### src/hdl/tasag_pkg.sv
`default_nettype none

package tasag_pkg;

	// Register map, in word order on the configuration port.
	typedef enum logic [2:0] {
		REG_RANK,
		REG_DIM0,
		REG_DIM1,
		REG_DIM2,
		REG_DIM3,
		REG_FIRST_AXIS,
		REG_SECOND_AXIS,
		REG_ELEMENT_BYTES
	} reg_index_t;

	localparam int ADDR_W      = 5;
	localparam int DATA_W      = 32;
	localparam int VALUE_W     = 64;
	localparam int INDEX_W     = 32;
	localparam int OFFSET_W    = 35;
	localparam int OUT_PAD_W   = 5;
	localparam int OUT_TDATA_W = VALUE_W + OFFSET_W + OUT_PAD_W;
	localparam int QUEUE_DEPTH = 4;
	localparam int QPTR_W      = 2;
	localparam int QCNT_W      = 3;

	// Element counts above this value are flagged as an error.
	localparam logic [32:0] TOTAL_LIMIT = 33'h1_0000_0000;

	// Derived configuration status seen by the stream side.
	typedef struct packed {
		logic       busy;
		logic       restart;
		logic       err;
		logic       size_ok;
		logic [1:0] size_shift;
	} cfg_status_t;

	// One element after address generation, as held in the queue.
	typedef struct packed {
		logic [VALUE_W-1:0] value;
		logic [INDEX_W-1:0] dest_index;
		logic               last;
		logic               err;
	} item_t;

endpackage

`default_nettype wire

### src/hdl/tensor_axis_swap_address_generator.sv
// Channel   Direction  Handshake               Payload
// s_*       in         s_tvalid / s_tready     source element, row-major source order
// m_*       out        m_tvalid / m_tready     element, destination byte offset, last, error
// APB       in         psel, penable, pwrite   eight configuration registers, word spaced
//
// One element is taken per cycle and one result is produced per cycle when
// no setup sweep, full queue or m_* stall holds the flow; the result of an
// s_* transfer passes through the queue and then the output register to m_*.
// After reset and after every register write a setup sweep computes the
// strides, in init, stride and delta steps; s_tready is low during it.
// A four-entry queue separates the address counter from the output
// register, so a stall on m_* reaches s_tready only once the queue fills.
`default_nettype none

module tensor_axis_swap_address_generator import tasag_pkg::*; #(
	parameter int MAX_RANK  = 4,
	parameter int SIZE_BITS = 16
) (
	input  wire logic                   clk,
	input  wire logic                   arst_n,
	// Source elements.
	input  wire logic                   s_tvalid,
	output logic                        s_tready,
	// [63:0] element_value
	input  wire logic [VALUE_W-1:0]     s_tdata,
	// Results.
	output logic                        m_tvalid,
	input  wire logic                   m_tready,
	// [63:0] element_out, [98:64] dest_byte_offset, [103:99] zero
	output logic [OUT_TDATA_W-1:0]      m_tdata,
	output logic                        m_tlast,
	// [0] axis_error
	output logic                        m_tuser,
	// Configuration.
	input  wire logic                   psel,
	input  wire logic                   penable,
	input  wire logic                   pwrite,
	input  wire logic [ADDR_W-1:0]      paddr,
	input  wire logic [DATA_W-1:0]      pwdata,
	output logic      [DATA_W-1:0]      prdata,
	output logic                        pready
);

	// Extents and per-axis index steps are held stable by the setup logic
	// for as long as elements are being streamed.
	logic [SIZE_BITS-1:0] ext [MAX_RANK];
	logic [INDEX_W-1:0]   step_delta [MAX_RANK];
	cfg_status_t          status;

	logic  q_full;
	logic  q_push;
	item_t q_push_item;
	logic  q_pop;
	item_t q_pop_item;
	logic  q_not_empty;

	// Register file plus the stride sweep that runs after each write.
	tasag_cfg #(
		.MAX_RANK  (MAX_RANK),
		.SIZE_BITS (SIZE_BITS)
	) u_cfg (
		.clk        (clk),
		.arst_n     (arst_n),
		.psel       (psel),
		.penable    (penable),
		.pwrite     (pwrite),
		.paddr      (paddr),
		.pwdata     (pwdata),
		.prdata     (prdata),
		.pready     (pready),
		.ext        (ext),
		.step_delta (step_delta),
		.status     (status)
	);

	// Front: source position counter and running destination index.
	tasag_front #(
		.MAX_RANK  (MAX_RANK),
		.SIZE_BITS (SIZE_BITS)
	) u_front (
		.clk        (clk),
		.arst_n     (arst_n),
		.s_tvalid   (s_tvalid),
		.s_tready   (s_tready),
		.s_tdata    (s_tdata),
		.ext        (ext),
		.step_delta (step_delta),
		.status     (status),
		.q_full     (q_full),
		.push       (q_push),
		.push_item  (q_push_item)
	);

	// Queue between the counter and the output stage.
	tasag_fifo u_fifo (
		.clk       (clk),
		.arst_n    (arst_n),
		.push      (q_push),
		.push_item (q_push_item),
		.full      (q_full),
		.pop       (q_pop),
		.pop_item  (q_pop_item),
		.not_empty (q_not_empty)
	);

	// Back: byte offset scaling and the registered output transfer.
	tasag_back u_back (
		.clk       (clk),
		.arst_n    (arst_n),
		.not_empty (q_not_empty),
		.pop_item  (q_pop_item),
		.pop       (q_pop),
		.status    (status),
		.m_tvalid  (m_tvalid),
		.m_tready  (m_tready),
		.m_tdata   (m_tdata),
		.m_tlast   (m_tlast),
		.m_tuser   (m_tuser)
	);

endmodule

`default_nettype wire

### src/hdl/tasag_cfg.sv
`default_nettype none

module tasag_cfg import tasag_pkg::*; #(
	parameter int MAX_RANK  = 4,
	parameter int SIZE_BITS = 16
) (
	input  wire logic                 clk,
	input  wire logic                 arst_n,
	input  wire logic                 psel,
	input  wire logic                 penable,
	input  wire logic                 pwrite,
	input  wire logic [ADDR_W-1:0]    paddr,
	input  wire logic [DATA_W-1:0]    pwdata,
	output logic      [DATA_W-1:0]    prdata,
	output logic                      pready,
	output logic      [SIZE_BITS-1:0] ext [MAX_RANK],
	output logic      [INDEX_W-1:0]   step_delta [MAX_RANK],
	output cfg_status_t               status
);

	localparam int RW  = $clog2(MAX_RANK);
	localparam int LRW = $clog2(MAX_RANK + 1);
	localparam int TPW = 33 + SIZE_BITS;
	localparam int RPW = INDEX_W + SIZE_BITS;

	typedef enum logic [1:0] {S_INIT, S_STRIDE, S_DELTA, S_IDLE} sweep_state_t;

	logic [2:0]  rank_q;
	logic [15:0] dim_q [4];
	logic [2:0]  first_q;
	logic [2:0]  second_q;
	logic [3:0]  ebytes_q;

	logic [ADDR_W-3:0] reg_idx;
	logic              wr;

	logic              rank_over;
	logic [LRW-1:0]    live_rank;
	logic [MAX_RANK-1:0] zero_ext;

	logic signed [4:0] p_c, q_c;
	logic              p_ok, q_ok, swap_en, axis_err;

	sweep_state_t      state_q;
	logic [RW-1:0]     k_q;
	logic [RW-1:0]     perm_k;
	logic              k_in_rank;
	logic [INDEX_W-1:0] run_q;
	logic [32:0]       total_q;
	logic              over_q;
	logic [INDEX_W-1:0] acc_q;
	logic [INDEX_W-1:0] stride_q [MAX_RANK];
	logic [INDEX_W-1:0] step_delta_q [MAX_RANK];

	logic [TPW-1:0]    total_prod;
	logic [RPW-1:0]    run_prod;
	logic [RPW-1:0]    wrap_prod;

	function automatic logic signed [4:0] canon(input logic [2:0] raw, input logic [2:0] r);
		logic signed [4:0] v;
		v = {{2{raw[2]}}, raw};
		if (raw[2]) begin
			v = v + $signed({2'b00, r});
		end
		return v;
	endfunction

	assign reg_idx = paddr[ADDR_W-1:2];
	assign wr      = psel && penable && pwrite;
	assign pready  = 1'b1;

	always_ff @(posedge clk or negedge arst_n) begin
		if (!arst_n) begin
			rank_q   <= 3'd2;
			dim_q[0] <= 16'd1;
			dim_q[1] <= 16'd1;
			dim_q[2] <= 16'd1;
			dim_q[3] <= 16'd1;
			first_q  <= 3'd0;
			second_q <= 3'd1;
			ebytes_q <= 4'd4;
		end else if (wr) begin
			case (reg_index_t'(reg_idx))
				REG_RANK:          rank_q   <= pwdata[2:0];
				REG_DIM0:          dim_q[0] <= pwdata[15:0];
				REG_DIM1:          dim_q[1] <= pwdata[15:0];
				REG_DIM2:          dim_q[2] <= pwdata[15:0];
				REG_DIM3:          dim_q[3] <= pwdata[15:0];
				REG_FIRST_AXIS:    first_q  <= pwdata[2:0];
				REG_SECOND_AXIS:   second_q <= pwdata[2:0];
				REG_ELEMENT_BYTES: ebytes_q <= pwdata[3:0];
				default: ;
			endcase
		end
	end

	always_comb begin
		case (reg_index_t'(reg_idx))
			REG_RANK:          prdata = DATA_W'(rank_q);
			REG_DIM0:          prdata = DATA_W'(dim_q[0]);
			REG_DIM1:          prdata = DATA_W'(dim_q[1]);
			REG_DIM2:          prdata = DATA_W'(dim_q[2]);
			REG_DIM3:          prdata = DATA_W'(dim_q[3]);
			REG_FIRST_AXIS:    prdata = DATA_W'(first_q);
			REG_SECOND_AXIS:   prdata = DATA_W'(second_q);
			REG_ELEMENT_BYTES: prdata = DATA_W'(ebytes_q);
			default:           prdata = '0;
		endcase
	end

	// Extents in use: zero is counted as one, axes past the rank are one.
	assign rank_over = int'(rank_q) > MAX_RANK;
	assign live_rank = rank_over ? LRW'(MAX_RANK) : LRW'(rank_q);

	for (genvar i = 0; i < MAX_RANK; i++) begin : g_ext
		if (i < 4) begin : g_reg
			logic [SIZE_BITS-1:0] raw;
			logic                 in_rank;
			assign raw         = SIZE_BITS'(dim_q[i]);
			assign in_rank     = LRW'(i) < live_rank;
			assign zero_ext[i] = in_rank && (raw == '0);
			assign ext[i]      = (in_rank && (raw != '0)) ? raw : SIZE_BITS'(1);
		end else begin : g_fixed
			assign zero_ext[i] = 1'b0;
			assign ext[i]      = SIZE_BITS'(1);
		end
	end

	// Axis numbers after wrapping negative values by the rank.
	assign p_c      = canon(first_q, rank_q);
	assign q_c      = canon(second_q, rank_q);
	assign p_ok     = !p_c[4] && (p_c[3:0] < {1'b0, rank_q});
	assign q_ok     = !q_c[4] && (q_c[3:0] < {1'b0, rank_q});
	assign axis_err = (rank_q != 3'd0) && !(p_ok && q_ok);
	assign swap_en  = (rank_q != 3'd0) && p_ok && q_ok && !rank_over;

	always_comb begin
		perm_k = k_q;
		if (swap_en && (4'(k_q) == p_c[3:0])) begin
			perm_k = RW'(q_c[3:0]);
		end else if (swap_en && (4'(k_q) == q_c[3:0])) begin
			perm_k = RW'(p_c[3:0]);
		end
	end

	assign k_in_rank  = LRW'(k_q) < live_rank;
	assign total_prod = TPW'(total_q) * TPW'(ext[k_q]);
	assign run_prod   = RPW'(run_q) * RPW'(ext[perm_k]);
	assign wrap_prod  = RPW'(ext[k_q] - SIZE_BITS'(1)) * RPW'(stride_q[k_q]);

	// Setup sweep: destination strides innermost first, then the per-axis
	// index step that folds in the rewind of every inner axis.
	always_ff @(posedge clk or negedge arst_n) begin
		if (!arst_n) begin
			state_q <= S_INIT;
			k_q     <= '0;
			run_q   <= '0;
			total_q <= '0;
			over_q  <= 1'b0;
			acc_q   <= '0;
			for (int i = 0; i < MAX_RANK; i++) begin
				stride_q[i]     <= '0;
				step_delta_q[i] <= '0;
			end
		end else if (wr) begin
			state_q <= S_INIT;
		end else begin
			case (state_q)
				S_INIT: begin
					for (int i = 0; i < MAX_RANK; i++) begin
						stride_q[i] <= '0;
					end
					run_q   <= INDEX_W'(1);
					total_q <= 33'd1;
					over_q  <= 1'b0;
					acc_q   <= '0;
					k_q     <= RW'(MAX_RANK - 1);
					state_q <= S_STRIDE;
				end
				S_STRIDE: begin
					if (k_in_rank) begin
						stride_q[perm_k] <= run_q;
						run_q            <= run_prod[INDEX_W-1:0];
					end
					if (!over_q) begin
						if (total_prod > TPW'(TOTAL_LIMIT)) begin
							over_q <= 1'b1;
						end else begin
							total_q <= total_prod[32:0];
						end
					end
					if (k_q == '0) begin
						k_q     <= RW'(MAX_RANK - 1);
						state_q <= S_DELTA;
					end else begin
						k_q <= k_q - RW'(1);
					end
				end
				S_DELTA: begin
					step_delta_q[k_q] <= stride_q[k_q] - acc_q;
					acc_q             <= acc_q + wrap_prod[INDEX_W-1:0];
					if (k_q == '0) begin
						state_q <= S_IDLE;
					end else begin
						k_q <= k_q - RW'(1);
					end
				end
				S_IDLE: ;
				default: state_q <= S_INIT;
			endcase
		end
	end

	assign step_delta = step_delta_q;

	always_comb begin
		status.busy    = state_q != S_IDLE;
		status.restart = state_q == S_INIT;
		status.err     = rank_over || (|zero_ext) || axis_err || over_q;
		case (ebytes_q)
			4'd1: begin status.size_ok = 1'b1; status.size_shift = 2'd0; end
			4'd2: begin status.size_ok = 1'b1; status.size_shift = 2'd1; end
			4'd4: begin status.size_ok = 1'b1; status.size_shift = 2'd2; end
			4'd8: begin status.size_ok = 1'b1; status.size_shift = 2'd3; end
			default: begin status.size_ok = 1'b0; status.size_shift = 2'd0; end
		endcase
	end

endmodule

`default_nettype wire

### src/hdl/tasag_front.sv
`default_nettype none

module tasag_front import tasag_pkg::*; #(
	parameter int MAX_RANK  = 4,
	parameter int SIZE_BITS = 16
) (
	input  wire logic                 clk,
	input  wire logic                 arst_n,
	input  wire logic                 s_tvalid,
	output logic                      s_tready,
	input  wire logic [VALUE_W-1:0]   s_tdata,
	input  wire logic [SIZE_BITS-1:0] ext [MAX_RANK],
	input  wire logic [INDEX_W-1:0]   step_delta [MAX_RANK],
	input  wire cfg_status_t          status,
	input  wire logic                 q_full,
	output logic                      push,
	output item_t                     push_item
);

	logic [MAX_RANK-1:0][SIZE_BITS-1:0] pos_q;
	logic [MAX_RANK-1:0][SIZE_BITS-1:0] pos_n;
	logic [INDEX_W-1:0]                 dest_q;
	logic [INDEX_W-1:0]                 delta;
	logic [MAX_RANK-1:0]                at_max;
	logic                               last;
	logic                               found;
	logic                               accept;
	logic [VALUE_W-1:0]                 value_mask;

	assign s_tready = !status.busy && !q_full;
	assign accept   = s_tvalid && s_tready;

	// Mixed-radix step: the innermost axis that is not at its end advances,
	// every axis inside it rewinds to zero.
	always_comb begin
		found = 1'b0;
		delta = '0;
		for (int a = 0; a < MAX_RANK; a++) begin
			at_max[a] = pos_q[a] == (ext[a] - SIZE_BITS'(1));
		end
		pos_n = pos_q;
		for (int a = MAX_RANK - 1; a >= 0; a--) begin
			if (!found) begin
				if (at_max[a]) begin
					pos_n[a] = '0;
				end else begin
					pos_n[a] = pos_q[a] + SIZE_BITS'(1);
					delta    = step_delta[a];
					found    = 1'b1;
				end
			end
		end
		last = &at_max;
	end

	always_comb begin
		case (status.size_shift)
			2'd0:    value_mask = 64'h0000_0000_0000_00FF;
			2'd1:    value_mask = 64'h0000_0000_0000_FFFF;
			2'd2:    value_mask = 64'h0000_0000_FFFF_FFFF;
			default: value_mask = 64'hFFFF_FFFF_FFFF_FFFF;
		endcase
		if (!status.size_ok) begin
			value_mask = '0;
		end
	end

	always_ff @(posedge clk or negedge arst_n) begin
		if (!arst_n) begin
			pos_q  <= '0;
			dest_q <= '0;
		end else if (status.restart) begin
			pos_q  <= '0;
			dest_q <= '0;
		end else if (accept) begin
			if (last) begin
				pos_q  <= '0;
				dest_q <= '0;
			end else begin
				pos_q  <= pos_n;
				dest_q <= dest_q + delta;
			end
		end
	end

	assign push                 = accept;
	assign push_item.value      = s_tdata & value_mask;
	assign push_item.dest_index = dest_q;
	assign push_item.last       = last;
	assign push_item.err        = status.err;

	// The tensor wraps to its first element right after the last one.
	a_last_rewinds: assert property (@(posedge clk) disable iff (!arst_n)
		accept && last |=> (pos_q == '0) && (dest_q == '0))
		else $error("counter did not rewind after the last element");

	// A step that is not the last leaves some axis away from zero.
	a_step_advances: assert property (@(posedge clk) disable iff (!arst_n)
		accept && !last |=> (|pos_q))
		else $error("counter did not advance");

	// The running index only moves on transfers or setup.
	a_index_holds: assert property (@(posedge clk) disable iff (!arst_n)
		!accept && !status.restart |=> $stable(dest_q))
		else $error("destination index moved without a transfer");

endmodule

`default_nettype wire

### src/hdl/tasag_fifo.sv
`default_nettype none

module tasag_fifo import tasag_pkg::*; (
	input  wire logic  clk,
	input  wire logic  arst_n,
	input  wire logic  push,
	input  wire item_t push_item,
	output logic       full,
	input  wire logic  pop,
	output item_t      pop_item,
	output logic       not_empty
);

	item_t             mem_q [QUEUE_DEPTH];
	logic [QPTR_W-1:0] wr_ptr_q;
	logic [QPTR_W-1:0] rd_ptr_q;
	logic [QCNT_W-1:0] count_q;
	logic              do_push;
	logic              do_pop;

	assign full      = count_q == QCNT_W'(QUEUE_DEPTH);
	assign not_empty = count_q != '0;
	assign do_push   = push && !full;
	assign do_pop    = pop && not_empty;
	assign pop_item  = mem_q[rd_ptr_q];

	always_ff @(posedge clk) begin
		if (do_push) begin
			mem_q[wr_ptr_q] <= push_item;
		end
	end

	always_ff @(posedge clk or negedge arst_n) begin
		if (!arst_n) begin
			wr_ptr_q <= '0;
			rd_ptr_q <= '0;
			count_q  <= '0;
		end else begin
			if (do_push) begin
				wr_ptr_q <= wr_ptr_q + QPTR_W'(1);
			end
			if (do_pop) begin
				rd_ptr_q <= rd_ptr_q + QPTR_W'(1);
			end
			case ({do_push, do_pop})
				2'b10:   count_q <= count_q + QCNT_W'(1);
				2'b01:   count_q <= count_q - QCNT_W'(1);
				default: ;
			endcase
		end
	end

endmodule

`default_nettype wire

### src/hdl/tasag_back.sv
`default_nettype none

module tasag_back import tasag_pkg::*; (
	input  wire logic                   clk,
	input  wire logic                   arst_n,
	input  wire logic                   not_empty,
	input  wire item_t                  pop_item,
	output logic                        pop,
	input  wire cfg_status_t            status,
	output logic                        m_tvalid,
	input  wire logic                   m_tready,
	output logic [OUT_TDATA_W-1:0]      m_tdata,
	output logic                        m_tlast,
	output logic                        m_tuser
);

	logic                m_valid_q;
	logic [VALUE_W-1:0]  value_q;
	logic [OFFSET_W-1:0] offset_q;
	logic                last_q;
	logic                err_q;
	logic [OFFSET_W-1:0] offset;

	assign pop = not_empty && (!m_valid_q || m_tready);

	// Element sizes are powers of two, so the byte offset is a shift.
	always_comb begin
		offset = OFFSET_W'(pop_item.dest_index) << status.size_shift;
		if (pop_item.err || !status.size_ok) begin
			offset = '0;
		end
	end

	always_ff @(posedge clk or negedge arst_n) begin
		if (!arst_n) begin
			m_valid_q <= 1'b0;
		end else if (pop) begin
			m_valid_q <= 1'b1;
		end else if (m_tready) begin
			m_valid_q <= 1'b0;
		end
	end

	always_ff @(posedge clk) begin
		if (pop) begin
			value_q  <= pop_item.value;
			offset_q <= offset;
			last_q   <= pop_item.last;
			err_q    <= pop_item.err;
		end
	end

	assign m_tvalid = m_valid_q;
	assign m_tdata  = {OUT_PAD_W'(0), offset_q, value_q};
	assign m_tlast  = last_q;
	assign m_tuser  = err_q;

endmodule

`default_nettype wire

### config.mk
export PLATFORM = sky130hd
export DESIGN_NAME = tensor_axis_swap_address_generator
export DESIGN_NICKNAME = d
export VERILOG_FILES = /design/src/hdl/tasag_pkg.sv /design/src/hdl/tensor_axis_swap_address_generator.sv /design/src/hdl/tasag_cfg.sv /design/src/hdl/tasag_front.sv /design/src/hdl/tasag_fifo.sv /design/src/hdl/tasag_back.sv
export SDC_FILE = /design/constraint.sdc
export NUM_CORES = 2
export LEC_CHECK = 0
export ABC_AREA = 1
export BUFFER_PORTS_ARGS = -buffer_cell sky130_fd_sc_hd__buf_2
export CELL_PAD_IN_SITES_DETAIL_PLACEMENT = 1
export CELL_PAD_IN_SITES_GLOBAL_PLACEMENT = 1
export CORE_MARGIN = 5
export CORE_UTILIZATION = 50
export CTS_CLUSTER_DIAMETER = 100
export DETAILED_ROUTE_END_ITERATION = 12
export PLACE_DENSITY_LB_ADDON = 0.1
export SYNTH_ARGS = -nofsm -noshare
export SYNTH_HDL_FRONTEND = slang
export SYNTH_SLANG_ARGS = --single-unit
export TNS_END_PERCENT = 30
### constraint.sdc
create_clock -name clk -period 12.75 [get_ports clk]
set_clock_uncertainty 0.1 [all_clocks]
set_input_delay 2.55 -clock clk [delete_from_list [all_inputs] [get_ports clk]]
set_output_delay 2.55 -clock clk [all_outputs]
set_load 0.005 [all_outputs]
==> impl_metrics.ini <==
[worst_setup_path]
cp_num_buf_inv = 8
cp-end-kind = flop
path_class = reg -> reg
cp-start-kind = flop
arrival_ps = 11760
ff2ff_setup_slack_ps = 1480
rr_startpoint = u_cfg.rank_q[1]
crit_top_cell = nand2_1
cp_max_fo = 26
max_stage_delay_ps = 680
r2r_cells = 39
slowest_stage = nand2_1
cp_data_required_time_ps = 13230
r2r-end = u_cfg.acc_q[28]
critPathTopFamily = adder cells

[run]
maxCapViolCount = 0

[logic_synthesis]
synth-edff-count = 493
synthMuxAreaShare_pct = 0.290
async_flop_share_pct = 52.2
syn_area_per_cell_sq_um = 8.55
synthDistinctLibCells = 65
yosys.area_share.simple_pct = 17.6
synth-compound-area-share_pct = 8.70
syn_area_sq_um = 93200
synth_top_family_by_area = adder cells
synth_flop_cell = dfrtp_1
ys_seq_elements = 1032
synthXorXnorAreaFrac_pct = 2.36
yosysWarnings = 0
ys_seq_area_share_pct = 30.4
syn_inst = 10900
synthAdderAreaFrac_pct = 30.3

[finish]
final_common_cell = nand2_1
final_cell_mix = nand2_1 (2357), inv_1 (1997), fa_1 (1154), nor2_1 (1053), o21ai_0 (708)
final_net_count = 12600
drive_gt1_share_pct = 6.05
syn2layout_area_growth_pct = 7.91

[sta]
period_share_pct = 88.4
slew_viol_final = 0
layout_setup_ws_ps = 1480
setup_viol = 0
fin_setup_tns_ps = 0
period_needed_ps = 11270
finalHoldViolCount = 0
slew_headroom_pct = 21.4
max_freq_mhz = 88.7
tightest_slew_ps = 1170
rsz0062_at_grt = no

[drt]
drt-vias-per-instance = 5.66
vias = 76300
drc = 0
wire_per_inst_microns = 23.1
wirelength_microns = 311000
drtPass1Iterations = 6
ant_nets = 0
dr.first_iter.drc_count = 5254

[clock_tree]
cts_resized = 0
clock_latency_ps = 770
cts_root_buf = clkbuf_16
cts_tree = built
clock-sinks = 1032
numCtsBuffers = 112
postCtsSetupRepairBufs = 0
clk_path_buf_depth = 3
cts.clk_slew.worst_paths_ps = 70
cts_hold_buf = 0
htreeDepth = 3

[min_path]
min-delay-path-class = reg -> reg
holdPathEnd = u_cfg.step_delta[63]
hold_start = u_cfg.step_delta[63]
whs_path_depth = 2

[placement]
portBuffers = 208
place.detailed.hpwl_microns = 234000
routabilityCongestion = 0.941
place_ws_ps = 1600

[global_route]
grt_max_degree = 155
overflow = 0
antenna_found_initial = 3
grt_pass1_wl_microns = 488000
grt_pass1_vias = 84100
track_usage_pct = 31.8

[die]
coreArea_sq_um = 185000
io_pins = 249
fp.dieArea_sq_um = 195000
row_count = 158
initial_core_util_pct = 50.3
die_h_microns = 442
fp.dieW_microns = 442

[status]
run_status = complete, no violations
## metal layers
metal	up-vias	global-route usage [%]	wire (microns)
li1	33900	-	-
met1	39600	40.9	127000
met4	4	12.0	13400
met2	2159	55.3	154000
met5	-	0	22
met3	605	3.96	16100
## state kept, by name, indices dropped and copies added (netlist names)
signal and count:
u_cfg.state_q 2, u_back.m_tuser 1, u_fifo.wr_ptr_q 2, u_cfg.run_q 32
u_fifo.count_q 3, u_cfg.stride_q 128, u_cfg.first_q 3, u_back.offset_q 35
u_back.value_q 64, u_cfg.g_ext.g_reg.raw 64, u_front.pos_q 64, u_fifo.mem_q 392
u_cfg.step_delta 128, u_back.m_tlast 1, u_cfg.acc_q 32, u_back.m_tvalid 1
u_cfg.ebytes_q 4, u_cfg.k_q 2, u_cfg.rank_q 3, u_cfg.second_q 3
u_cfg.total_q 33, u_fifo.rd_ptr_q 2, u_front.dest_q 32, u_cfg.over_q 1
## tightest hold or removal path, cell delays in order (launching register included)
cell	delay (ps)
dfrtp_1	340
nand2_1	60
nand2_1	50
## layout make-up
type                            count  area [sq um]
Timing Repair Buffer              340          2080
Fill cell                       22000         84900
Antenna cell                        4          10.0
Clock inverter                     42           606
Tap cell                         2480          3100
Inverter                         2053          7710
Sequential cell                  1032         28300
Clock buffer                      168          3350
Multi-Input combinational cell   7355         55400
## how the worst max path moves through the flow
stage	startpoint	endpoint	slack, ps	cells after the start
floorplan	m_tready	u_fifo.count_q[2]	3230	8
global placement	u_cfg.rank_q[1]	u_cfg.acc_q[28]	1870	39
detailed placement	u_cfg.rank_q[1]	u_cfg.acc_q[28]	1600	39
CTS	u_cfg.rank_q[1]	u_cfg.acc_q[28]	1590	39
global route	u_cfg.rank_q[1]	u_cfg.acc_q[28]	990	39
finish	u_cfg.rank_q[1]	u_cfg.acc_q[28]	1480	39
## kinds of logic (layout without fill, tap and decap cells)
| group | after synthesis | count (layout) |
|---|---|---|
| fa+ha+maj | 1562 | 1562 |
| xor+xnor | 250 | 250 |
| simple gates | 4042 | 4042 |
| compound gates | 1452 | 1452 |
| mux | 27 | 27 |
| other cells | 2 | 26 |
| flops | 1032 | 1032 |
| buf+inv | 2532 | 2603 |
## metrics by stage
step | utilization (%) | hold WS (ps) | std cells | area, sq um
after global placement | 52.1 | 359 | 13300 | 96600
after floorplan | - | 344 | 10900 | 93300
final | 54.2 | 381 | 13500 | 101000
after CTS | 54.2 | 386 | 13500 | 101000
after detailed placement | 52.1 | 365 | 13300 | 96600
after global routing | 54.2 | 397 | 13500 | 101000
## Yosys cell counts, types with 37 or more instances
| cell | number | area, sq um |
|---|---|---|
| nand2_1 | 2366 | 8880 |
| inv_1 | 2004 | 7520 |
| fa_1 | 1154 | 23100 |
| nor2_1 | 1058 | 3970 |
| o21ai_0 | 708 | 3540 |
| dfrtp_1 | 532 | 13300 |
| edfxtp_1 | 493 | 14800 |
| ha_1 | 408 | 5100 |
| clkbuf_1 | 369 | 1390 |
| nand3_1 | 307 | 1540 |
| a21oi_1 | 277 | 1390 |
| o22ai_1 | 242 | 1510 |
| xor2_1 | 179 | 1570 |
| nand4_1 | 121 | 757 |
| xnor2_1 | 70 | 613 |
| nor3_1 | 48 | 240 |
| buf_2 | 46 | 230 |
| o21ai_1 | 37 | 185 |
Power is not shown: default switching activity piles up to over one toggle a cycle in this logic, so the estimate is an artifact.
